$ cat src/design/i2c_bus_address_scanner_unit_macros.svh
// ----------------------------------------------------------------------------
// I2C bus scanner assertion macros
// Shared concurrent assertion forms, clocked on i_clk, off while in reset.
// ----------------------------------------------------------------------------
`ifndef I2C_BUS_ADDRESS_SCANNER_UNIT_MACROS_SVH
`define I2C_BUS_ADDRESS_SCANNER_UNIT_MACROS_SVH

// same-cycle implication
`define I2CSCAN_ASSERT_NOW(lbl, pre, post) \
    lbl: assert property (@(posedge i_clk) disable iff (!i_rst_n) (pre) |-> (post)) \
        else $error("i2cscan assertion failed");

// next-cycle implication
`define I2CSCAN_ASSERT_NEXT(lbl, pre, post) \
    lbl: assert property (@(posedge i_clk) disable iff (!i_rst_n) (pre) |=> (post)) \
        else $error("i2cscan assertion failed");

`endif

$ cat src/design/i2cscan_pkg.sv
// ----------------------------------------------------------------------------
// I2C bus scanner package
// Phase codes, constants and shared structs of the scanner.
// ----------------------------------------------------------------------------
package i2cscan_pkg;

    localparam int unsigned AddrW   = 7;
    localparam int unsigned EndW    = 8;
    localparam int unsigned TicksW  = 16;
    localparam int unsigned BitIdxW = 3;
    localparam int unsigned CfgIdxW = 3;

    localparam logic [AddrW-1:0]   ADDR_MAX  = 7'd127;
    localparam logic [EndW-1:0]    END_LIMIT = 8'd128;
    localparam logic [BitIdxW-1:0] LAST_BIT  = 3'd7;

    localparam logic [CfgIdxW-1:0] REG_SCAN_FIRST = 3'd0;
    localparam logic [CfgIdxW-1:0] REG_SCAN_END   = 3'd1;
    localparam logic [CfgIdxW-1:0] REG_GAP_TICKS  = 3'd2;
    localparam logic [CfgIdxW-1:0] REG_HOLD_TICKS = 3'd3;

    typedef enum logic [4:0] {
        PH_IDLE,
        PH_START_A,
        PH_START_B,
        PH_BIT_LOW,
        PH_BIT_SET,
        PH_BIT_HIGH,
        PH_ACK_LOW,
        PH_ACK_REL,
        PH_ACK_HIGH,
        PH_ACK_SAMP,
        PH_HOLD,
        PH_STOP_A,
        PH_STOP_B,
        PH_STOP_C,
        PH_STOP_D,
        PH_GAP,
        PH_DONE
    } t_phase;

    typedef struct packed {
        logic [AddrW-1:0]  scan_first;
        logic [EndW-1:0]   scan_end;
        logic [TicksW-1:0] gap_ticks;
        logic [TicksW-1:0] found_hold_ticks;
    } t_cfg;

    typedef struct packed {
        logic             scl_out;
        logic             sda_out;
        logic             found_valid;
        logic [AddrW-1:0] found_address;
        logic [AddrW-1:0] device_count;
        logic             scan_done;
        logic             none_found;
    } t_result;

endpackage

$ cat src/design/i2cscan_core.sv
// ----------------------------------------------------------------------------
// I2C bus scanner phase engine
// Holds the bus phase and scan state; advances at most one phase per accepted
// beat and presents the result of that beat.
// ----------------------------------------------------------------------------
module i2cscan_core (
    input  logic                i_clk,
    input  logic                i_rst_n,
    input  logic                i_adv,
    input  logic                i_go,
    input  logic                i_sda_in,
    input  i2cscan_pkg::t_cfg   i_cfg,
    output i2cscan_pkg::t_result o_res
);
    import i2cscan_pkg::*;

    t_phase              r_phase, n_phase;
    logic [AddrW-1:0]    r_probe, n_probe;
    logic [BitIdxW-1:0]  r_bit_idx, n_bit_idx;
    logic [AddrW-1:0]    r_total, n_total;
    logic [TicksW-1:0]   r_wait, n_wait;
    logic                r_scl, n_scl;
    logic                r_sda, n_sda;
    logic                r_done, n_done;

    logic [EndW-1:0]     end_lim;
    logic [EndW-1:0]     probe_ext;
    logic [EndW-1:0]     probe_inc;
    logic [EndW-1:0]     first_ext;
    logic [EndW-1:0]     byte_val;
    logic                found;

    assign end_lim   = (i_cfg.scan_end > END_LIMIT) ? END_LIMIT : i_cfg.scan_end;
    assign probe_ext = {1'b0, r_probe};
    assign probe_inc = probe_ext + 8'd1;
    assign first_ext = {1'b0, i_cfg.scan_first};
    assign byte_val  = {r_probe, 1'b0};

    always_comb begin
        n_phase   = r_phase;
        n_probe   = r_probe;
        n_bit_idx = r_bit_idx;
        n_total   = r_total;
        n_wait    = r_wait;
        n_scl     = r_scl;
        n_sda     = r_sda;
        n_done    = r_done;
        found     = 1'b0;
        case (r_phase)
            PH_IDLE, PH_DONE: begin
                n_scl = 1'b1;
                n_sda = 1'b1;
                if (i_go) begin
                    n_total = '0;
                    n_probe = i_cfg.scan_first;
                    if (first_ext >= end_lim) begin
                        n_done  = 1'b1;
                        n_phase = PH_DONE;
                    end else begin
                        n_done  = 1'b0;
                        n_phase = PH_START_A;
                    end
                end
            end
            PH_START_A: begin
                n_scl   = 1'b1;
                n_sda   = 1'b1;
                n_phase = PH_START_B;
            end
            PH_START_B: begin
                n_sda     = 1'b0;
                n_bit_idx = '0;
                n_phase   = PH_BIT_LOW;
            end
            PH_BIT_LOW: begin
                n_scl   = 1'b0;
                n_phase = PH_BIT_SET;
            end
            PH_BIT_SET: begin
                n_sda   = byte_val[~r_bit_idx];
                n_phase = PH_BIT_HIGH;
            end
            PH_BIT_HIGH: begin
                n_scl = 1'b1;
                if (r_bit_idx == LAST_BIT) begin
                    n_bit_idx = '0;
                    n_phase   = PH_ACK_LOW;
                end else begin
                    n_bit_idx = r_bit_idx + 3'd1;
                    n_phase   = PH_BIT_LOW;
                end
            end
            PH_ACK_LOW: begin
                n_scl   = 1'b0;
                n_phase = PH_ACK_REL;
            end
            PH_ACK_REL: begin
                n_sda   = 1'b1;
                n_phase = PH_ACK_HIGH;
            end
            PH_ACK_HIGH: begin
                n_scl   = 1'b1;
                n_phase = PH_ACK_SAMP;
            end
            PH_ACK_SAMP: begin
                n_scl = 1'b0;
                if (!i_sda_in) begin
                    found   = 1'b1;
                    n_total = (r_total < ADDR_MAX) ? r_total + 7'd1 : r_total;
                    n_wait  = i_cfg.found_hold_ticks;
                    n_phase = PH_HOLD;
                end else begin
                    n_phase = PH_STOP_A;
                end
            end
            PH_HOLD: begin
                if (r_wait != '0) begin
                    n_wait = r_wait - 16'd1;
                end else begin
                    n_phase = PH_STOP_A;
                end
            end
            PH_STOP_A: begin
                n_scl   = 1'b0;
                n_phase = PH_STOP_B;
            end
            PH_STOP_B: begin
                n_sda   = 1'b0;
                n_phase = PH_STOP_C;
            end
            PH_STOP_C: begin
                n_scl   = 1'b1;
                n_phase = PH_STOP_D;
            end
            PH_STOP_D: begin
                n_sda   = 1'b1;
                n_wait  = i_cfg.gap_ticks;
                n_phase = PH_GAP;
            end
            PH_GAP: begin
                if (r_wait != '0) begin
                    n_wait = r_wait - 16'd1;
                end else if (r_probe == ADDR_MAX || probe_inc >= end_lim) begin
                    n_done  = 1'b1;
                    n_phase = PH_DONE;
                end else begin
                    n_probe = r_probe + 7'd1;
                    n_phase = PH_START_A;
                end
            end
            default: begin
                n_phase = PH_IDLE;
                n_scl   = 1'b1;
                n_sda   = 1'b1;
            end
        endcase
    end

    always_comb begin
        o_res.scl_out       = n_scl;
        o_res.sda_out       = n_sda;
        o_res.found_valid   = found;
        o_res.found_address = found ? r_probe : '0;
        o_res.device_count  = n_total;
        o_res.scan_done     = n_done;
        o_res.none_found    = n_done && (n_total == '0);
    end

    always_ff @(posedge i_clk) begin
        if (!i_rst_n) begin
            r_phase   <= PH_IDLE;
            r_probe   <= '0;
            r_bit_idx <= '0;
            r_total   <= '0;
            r_wait    <= '0;
            r_scl     <= 1'b1;
            r_sda     <= 1'b1;
            r_done    <= 1'b0;
        end else if (i_adv) begin
            r_phase   <= n_phase;
            r_probe   <= n_probe;
            r_bit_idx <= n_bit_idx;
            r_total   <= n_total;
            r_wait    <= n_wait;
            r_scl     <= n_scl;
            r_sda     <= n_sda;
            r_done    <= n_done;
        end
    end

endmodule

$ cat src/design/i2c_bus_address_scanner_unit.sv
// ----------------------------------------------------------------------------
// I2C bus address scanner
// Tick-driven I2C master that probes a range of 7-bit addresses for an ACK.
// Each input beat is one bus tick and yields exactly one result beat, which
// appears in the output register on the clock after the input is taken. The
// block takes one beat per clock: the phase register moves at most one phase
// per beat, and the output register frees itself in the same cycle that its
// beat is taken, so the input stalls only while a result waits behind a
// stalled output. Hold and gap delays are counted in beats, not clocks.
// Configuration writes are applied on the clock edge where i_cfg_we is high.
// ----------------------------------------------------------------------------
module i2c_bus_address_scanner_unit (
    input  logic                                 i_clk,
    input  logic                                 i_rst_n,
    input  logic                                 i_cfg_we,
    input  logic [i2cscan_pkg::CfgIdxW-1:0]      i_cfg_index,
    input  logic [i2cscan_pkg::TicksW-1:0]       i_cfg_data,
    input  logic                                 i_in_valid,
    output logic                                 o_in_stall,
    input  logic                                 i_go,
    input  logic                                 i_sda_in,
    output logic                                 o_out_valid,
    input  logic                                 i_out_stall,
    output logic                                 o_scl_out,
    output logic                                 o_sda_out,
    output logic                                 o_found_valid,
    output logic [i2cscan_pkg::AddrW-1:0]        o_found_address,
    output logic [i2cscan_pkg::AddrW-1:0]        o_device_count,
    output logic                                 o_scan_done,
    output logic                                 o_none_found
);
    import i2cscan_pkg::*;

    t_cfg    r_cfg;
    t_result core_res;
    t_result r_res;
    logic    r_out_valid;
    logic    in_take;

    assign o_in_stall = r_out_valid && i_out_stall;
    assign in_take    = i_in_valid && !o_in_stall;

    always_ff @(posedge i_clk) begin
        if (!i_rst_n) begin
            r_cfg.scan_first       <= 7'd0;
            r_cfg.scan_end         <= 8'd127;
            r_cfg.gap_ticks        <= 16'd100;
            r_cfg.found_hold_ticks <= 16'd1000;
        end else if (i_cfg_we) begin
            case (i_cfg_index)
                REG_SCAN_FIRST: r_cfg.scan_first       <= i_cfg_data[AddrW-1:0];
                REG_SCAN_END:   r_cfg.scan_end         <= i_cfg_data[EndW-1:0];
                REG_GAP_TICKS:  r_cfg.gap_ticks        <= i_cfg_data;
                REG_HOLD_TICKS: r_cfg.found_hold_ticks <= i_cfg_data;
                default: ;
            endcase
        end
    end

    i2cscan_core u_core (
        .i_clk    (i_clk),
        .i_rst_n  (i_rst_n),
        .i_adv    (in_take),
        .i_go     (i_go),
        .i_sda_in (i_sda_in),
        .i_cfg    (r_cfg),
        .o_res    (core_res)
    );

    always_ff @(posedge i_clk) begin
        if (!i_rst_n) begin
            r_out_valid <= 1'b0;
        end else if (in_take) begin
            r_out_valid <= 1'b1;
        end else if (!i_out_stall) begin
            r_out_valid <= 1'b0;
        end
    end

    always_ff @(posedge i_clk) begin
        if (in_take) begin
            r_res <= core_res;
        end
    end

    assign o_out_valid     = r_out_valid;
    assign o_scl_out       = r_res.scl_out;
    assign o_sda_out       = r_res.sda_out;
    assign o_found_valid   = r_res.found_valid;
    assign o_found_address = r_res.found_address;
    assign o_device_count  = r_res.device_count;
    assign o_scan_done     = r_res.scan_done;
    assign o_none_found    = r_res.none_found;

`include "i2c_bus_address_scanner_unit_macros.svh"

    `I2CSCAN_ASSERT_NEXT(a_beat_gives_result, in_take, o_out_valid)
    `I2CSCAN_ASSERT_NOW(a_found_counted, o_out_valid && o_found_valid, o_device_count != '0)
    `I2CSCAN_ASSERT_NOW(a_none_only_when_done, o_out_valid && o_none_found,
        o_scan_done && o_device_count == '0)

endmodule

$ cat config.mk
export PLATFORM = sky130hd
export DESIGN_NAME = i2c_bus_address_scanner_unit
export DESIGN_NICKNAME = d
export VERILOG_FILES = /design/src/design/i2cscan_pkg.sv /design/src/design/i2cscan_core.sv /design/src/design/i2c_bus_address_scanner_unit.sv
export VERILOG_INCLUDE_DIRS = /design/src /design/src/design
export SDC_FILE = /design/constraint.sdc
export NUM_CORES = 1
export LEC_CHECK = 0
export BUFFER_PORTS_ARGS = -buffer_cell sky130_fd_sc_hd__buf_2
export CAP_MARGIN = 5
export CORE_MARGIN = 10
export CORE_UTILIZATION = 45
export DETAILED_ROUTE_END_ITERATION = 10
export HOLD_SLACK_MARGIN = 0.08
export PLACE_DENSITY = 0.69
export SYNTH_ARGS = -nofsm -noshare
export SYNTH_HDL_FRONTEND = slang
export SYNTH_SLANG_ARGS = --single-unit
$ cat constraint.sdc
create_clock -name i_clk -period 2.6 [get_ports i_clk]
set_clock_uncertainty 0.1 [all_clocks]
set_input_delay 0.52 -clock i_clk [delete_from_list [all_inputs] [get_ports i_clk]]
set_output_delay 0.52 -clock i_clk [all_outputs]
set_load 0.01 [all_outputs]
[Word-level counts from Yosys, hierarchy flattened]
Index checks and enable logic that the tools add are counted.
Storage, ports and cells
  output and inout port bits: 21
  bits of input ports: 26
  bits in registers: 108
  logic and storage cells: 120
Operators by class
  add/sub/neg operators: 5
  eq/ne operators: 28
  magnitude comparators: 5
  reductions and logical operators: 26
  bitwise logic cells: 1
  muxes and demuxes: 35
Operators with widths (number)
  $pmux 5 s16: 1
  $pmux 16 s3: 1
  $mux 7: 6
  $eq 5x4->1 const B: 8
  $mux 16: 2
  $pmux 7 s2: 2
  $mux 5: 5
  $eq 5x3->1 const B: 4
  $reduce_bool 16->1: 1
  $sub 16x1->16 const B: 1
  $add 7x1->7 const B: 2
  $eq 5x2->1 const B: 2
  $mux 1: 10
  $ne 2x2->1 const B: 5
  $reduce_and 2->1: 5
  $reduce_or 9->1: 1
  $add 7x1->8 const B: 1
  $ge 7x8->1: 1
  $ge 8x8->1: 1
  $gt 8x8->1 const B: 1
  $mux 8: 1
  $reduce_and 4->1: 2
  $eq 7x7->1 const B: 1
  $logic_not 7->1: 1
  other kinds (26): 35

[Depth between registers and ports, before layout]
  depth in word-level cells: 8
  mapped depth: 11

[Cells and area by module]
A second synthesis with hierarchy kept.
Second synthesis, totals
  cells, all modules: 655
  area total of the unflattened synthesis: 5921.9 µm²
Modules (own cells, without submodules)
  i2cscan_core: times used 1, area an instance 3423.3 µm², cells an instance 444, sequential area each 820.8 µm²
  i2c_bus_address_scanner_unit: times used 1, area an instance 2498.6 µm², cells an instance 211, sequential area each 1531.5 µm²

[Worst setup path before layout]
Ideal clock, no wire load.
  path kind: reg2reg
  from: register u_core.r_probe[0]
  to: register u_core.r_probe[3]
  buffers on the path: 0
  setup time: 121 ps
  setup slack: -235 ps
  period minus slack after synthesis: 2835 ps
  data required time: 2379 ps
  stages on the path, launching flop included: 12
  arrival: 2614 ps
  cells stage by stage: dfxtp_1 > ha_1 > and3_1 > nand3_1 > xnor2_1 > ha_1 > o21ai_0 > nor2_1 > a211o_2 > or2_4 > a21oi_4 > mux2_4
On the way
  cells in the longest elaborated chain, start to end: 5
  elaborated cells on any way between the ends: 10
  classes of those cells: add/sub: 2; order compare: 1; eq/ne: 2; mux: 3; reduce/logical: 2
RTL lines
  from (decl): RTL line i2cscan_core.sv:18  | logic [AddrW-1:0] r_probe, n_probe;
  from (signal assigned): RTL line i2cscan_core.sv:181  | r_probe <= n_probe;
  $add 7x1->8: RTL line i2cscan_core.sv:35  | assign probe_inc = probe_ext + 8'd1;
  $ge 8x8->1: RTL line i2cscan_core.sv:143  | end else if (r_probe == ADDR_MAX || probe_inc >= end_lim) begin
  $logic_or 1x1->1: RTL line i2cscan_core.sv:143
  $ne 2x2->1 (no line)
  $reduce_and 5->1 (no line)
Parallel ways exist; a longest one is shown, timed or not. The select of a mux whose other input is x is not followed.
A chain may end at the register's enable or synchronous reset.

[Final worst setup path]
  from: register u_core.r_probe[2]
  to: register u_core.r_probe[1]
On the way
  cells in the longest elaborated chain, start to end: 5
  elaborated cells on any way between the ends: 6
  classes of those cells: add/sub: 1; order compare: 1; eq/ne: 2; reduce/logical: 2
RTL lines (RTL line)
  $add 7x1->8: i2cscan_core.sv:35
  $ge 8x8->1: i2cscan_core.sv:143
  $logic_or 1x1->1 (*): i2cscan_core.sv:143
  $ne 2x2->1 (no line) (*)
  $reduce_and 5->1 (no line) (*)
Every way passes the cells marked *; elsewhere a longest branch is shown, timed or not.

==> reports/metrics.yaml <==
outcome: "finished with violations"
violations: "negative setup slack"
cts.clk_slew.worst_paths_ns: 0.07
diodes: 0
viasPerCell: 5.767
cp-end-kind: "register"
yosysUniqueCellTypes: 78
vias: 5167
synth-simple-area-share: 0.2426
p_leak_uw: 0.002628
min_path_type: "in -> reg"
placed_area_mm2: 0.006260
synth_top_cell_by_area: "dfxtp_1"
synthesis.area_mm2: 0.005617
drive_gt1_frac: 0.2047
hpwlAfterDp_um: 10600
grt_pass1_vias: 4959
max_freq_ghz: 0.3715
root_buffer: "clkbuf_16"
portBuffers: 46
nFillCells: 1147
cts_max_path_buffers: 2
finalSetupTns_ns: -0.3877
worst_pin_slew_ns: 0.7229
gp_congestion: 0.9113
fin_crit_ns: 2.692
yosysTopAreaCellShare: 0.3172
maxCapViolations: 0
die_w_um: 131.7
wl_um: 14620
slowest_delay_ns: 0.39
fin_ws_ns: -0.09193
fin_nets: 770
synth_top_family_by_area: "simple AND/OR/NAND/NOR gates"
path_buf_inv: 1
grt_pass1_wl_um: 24450
synthToLayoutAreaGrowth_pct: 18.40
drc: 0
yosys-top-cells-area: "dfxtp_1 32%, edfxtp_1 10%, nand2_1 8.1%, a21oi_1 5.3%, ha_1 4.5%"
critPathSlowestCell: "dfxtp_4"
cts_hold_buf: 0
place_ws_ns: -0.09911
path_cells: "and3_4, nand3_2, xnor2_1, ha_1, a211oi_2, nor2_1, a211o_2, or2_4, buf_4, o211ai_1, a21oi_1"
dieHeight_um: 131.7
synth_fa_ha_area_frac: 0.04455
rsz0062_at_grt: "yes"
max_slew_margin: 0.5175
antenna_found_initial: 0
vdd_ir_drop_max_mv: 0.3781
fin_hold_ws_ns: 0.2881
dr.pass1.iters: 8
gr-total-overflow: 0
p_per_area_mw_per_mm2: 523.9
ys.flop_type: "dfxtp_1"
insertion_delay_ns: 0.36
grt_usage: 0.1664
dr.first_iter.drc_count: 477
start_util: 0.4637
yosysSeqAreaShare: 0.4188
synth-warning-count: 0
final_area_mm2: 0.006650
cts_inserted_buffers: 9
synth.avg_cell_area_um2: 8.484
h-tree-depth: 3
multi_input_area_mm2: 0.003117
antenna_left: 0
cts_tree: "built"
die_area_mm2: 0.01735
period_share: 1.035
muxShareOfSynthArea: 0.02896
synth-edff-count: 19
setup_viol: 7
rows: 40
async_flop_share: 0
coreArea_mm2: 0.01211
crit_fanout: 6
critPathTopFamily: "compound AO/OA/AOI/OAI gates"
synth_seq_cells: 108
post_drt_wl_per_cell_um: 16.32
io_pins: 47
cp_data_required_time_ns: 2.72
crit_type: "reg -> reg"
syn-num-nets: 708
slew_violations: 0
syn_inst: 662
fin_util: 0.5491
hold_viol_final: 0
synth_compound_area_frac: 0.2078
seq_area_mm2: 0.002365
grt_max_degree: 35
clock_sinks: 108
critPathArrivalTime_ns: 2.81
worstSetupStartpointType: "register"
synth_xor_area_frac: 0.01559
## per-stage QoR
step                total power (uW)  std cells
finish                          3484        896
global route                    3619        896
CTS                             3503        893
detailed placement              2100        877
global placement                2091        877
floorplan                       1985        662
## Yosys cell counts (all sizes together) (7+ instances only)
cell / number
a211oi: 18
nor4: 10
nand2: 122
buf: 11
nor3: 12
o31ai: 7
a21oi: 60
a221oi: 9
o21ai: 29
o211ai: 7
inv: 16
or3: 8
dfxtp: 89
nand3: 25
and2: 13
clkbuf: 28
nor2: 52
mux2i: 11
edfxtp: 19
nor2b: 7
ha: 20
and3: 7
## area by class of cell
type	instances	share of cell area
clock buffers	12	0.03876
clock inverters	3	0.006585
inverters	18	0.01016
multi-input cells	497	0.4687
flip-flops and latches	108	0.3556
well taps	168	0.03161
repair buffers	90	0.08862
## worst reg2reg max path: cells and delay by family (launching register included)
kind	cells	cell delay [ns]
AOI/OAI and AO/OA	4	0.77
and+or+nand+nor	4	0.64
DFF	1	0.39
adders and majority gates	1	0.34
xor gates and xnor gates	1	0.16
buffers and inverters	1	0.15
## cells in the final DEF, fill, tap and decap left out, types with 10 or more instances in the layout
cell | Yosys | final
a211oi_1 | 17 | 16
a21oi_1 | 59 | 57
and2_1 | 12 | 12
buf_2 | 4 | 46
buf_4 | 2 | 41
clkbuf_16 | 0 | 10
dfxtp_1 | 89 | 85
edfxtp_1 | 19 | 19
ha_1 | 20 | 19
inv_1 | 16 | 15
mux2i_1 | 11 | 11
nand2_1 | 121 | 121
nand3_1 | 24 | 22
nor2_1 | 52 | 50
o21ai_0 | 29 | 27
## timing repair
| action | 4_1_cts | 5_1_grt |
|---|---|---|
| endpoints found under the setup margin | 10 | 16 |
| setup buffers | 1 | 3 |
| gates resized for setup | 6 | 8 |
| pin swaps | 0 | 5 |
## cell families (layout without fill, tap and decap cells)
logic type	Yosys count	count (layout)
adders and majority gates	20	20
DFF	108	108
AOI/OAI and AO/OA	174	174
muxes	14	14
buffers and inverters	57	123
and+or+nand+nor	279	279
xor gates and xnor gates	10	10
## worst paths after layout
check	cells past startpoint	end	slack [ns]	startpoint
worst max register to register	11	u_core.r_probe[1]	-0.09	u_core.r_probe[2]
worst min register to register	2	r_cfg[11]	0.36	r_cfg[11]
worst max-delay path	11	u_core.r_probe[1]	-0.09	u_core.r_probe[2]
worst min-delay path	2	o_out_valid	0.29	i_in_valid
## power breakdown
| group | internal (uW) | switching, uW | total (uW) |
|---|---|---|---|
| clock network | 803 | 615 | 1420 |
| logic | 111 | 182 | 292 |
| registers | 1740 | 31.7 | 1770 |
| total | 2660 | 829 | 3480 |
## state kept, by name (all words and copies together) (netlist names), 3 cells and up
signal / flops
u_core.r_phase: 5
u_core.r_total: 7
u_core.r_wait: 16
r_cfg: 47
u_core.r_bit_idx: 3
o_found_address: 7
o_device_count: 7
u_core.r_probe: 7
## per-layer routing
layer / wire [um] / global-route usage
met5: 0 / 0
met2: 6675 / 0.2617
met1: 6898 / 0.2118
met4: 261 / 0.05871
met3: 785 / 0.04916
Note: power is estimated with default switching activity, not from simulation.
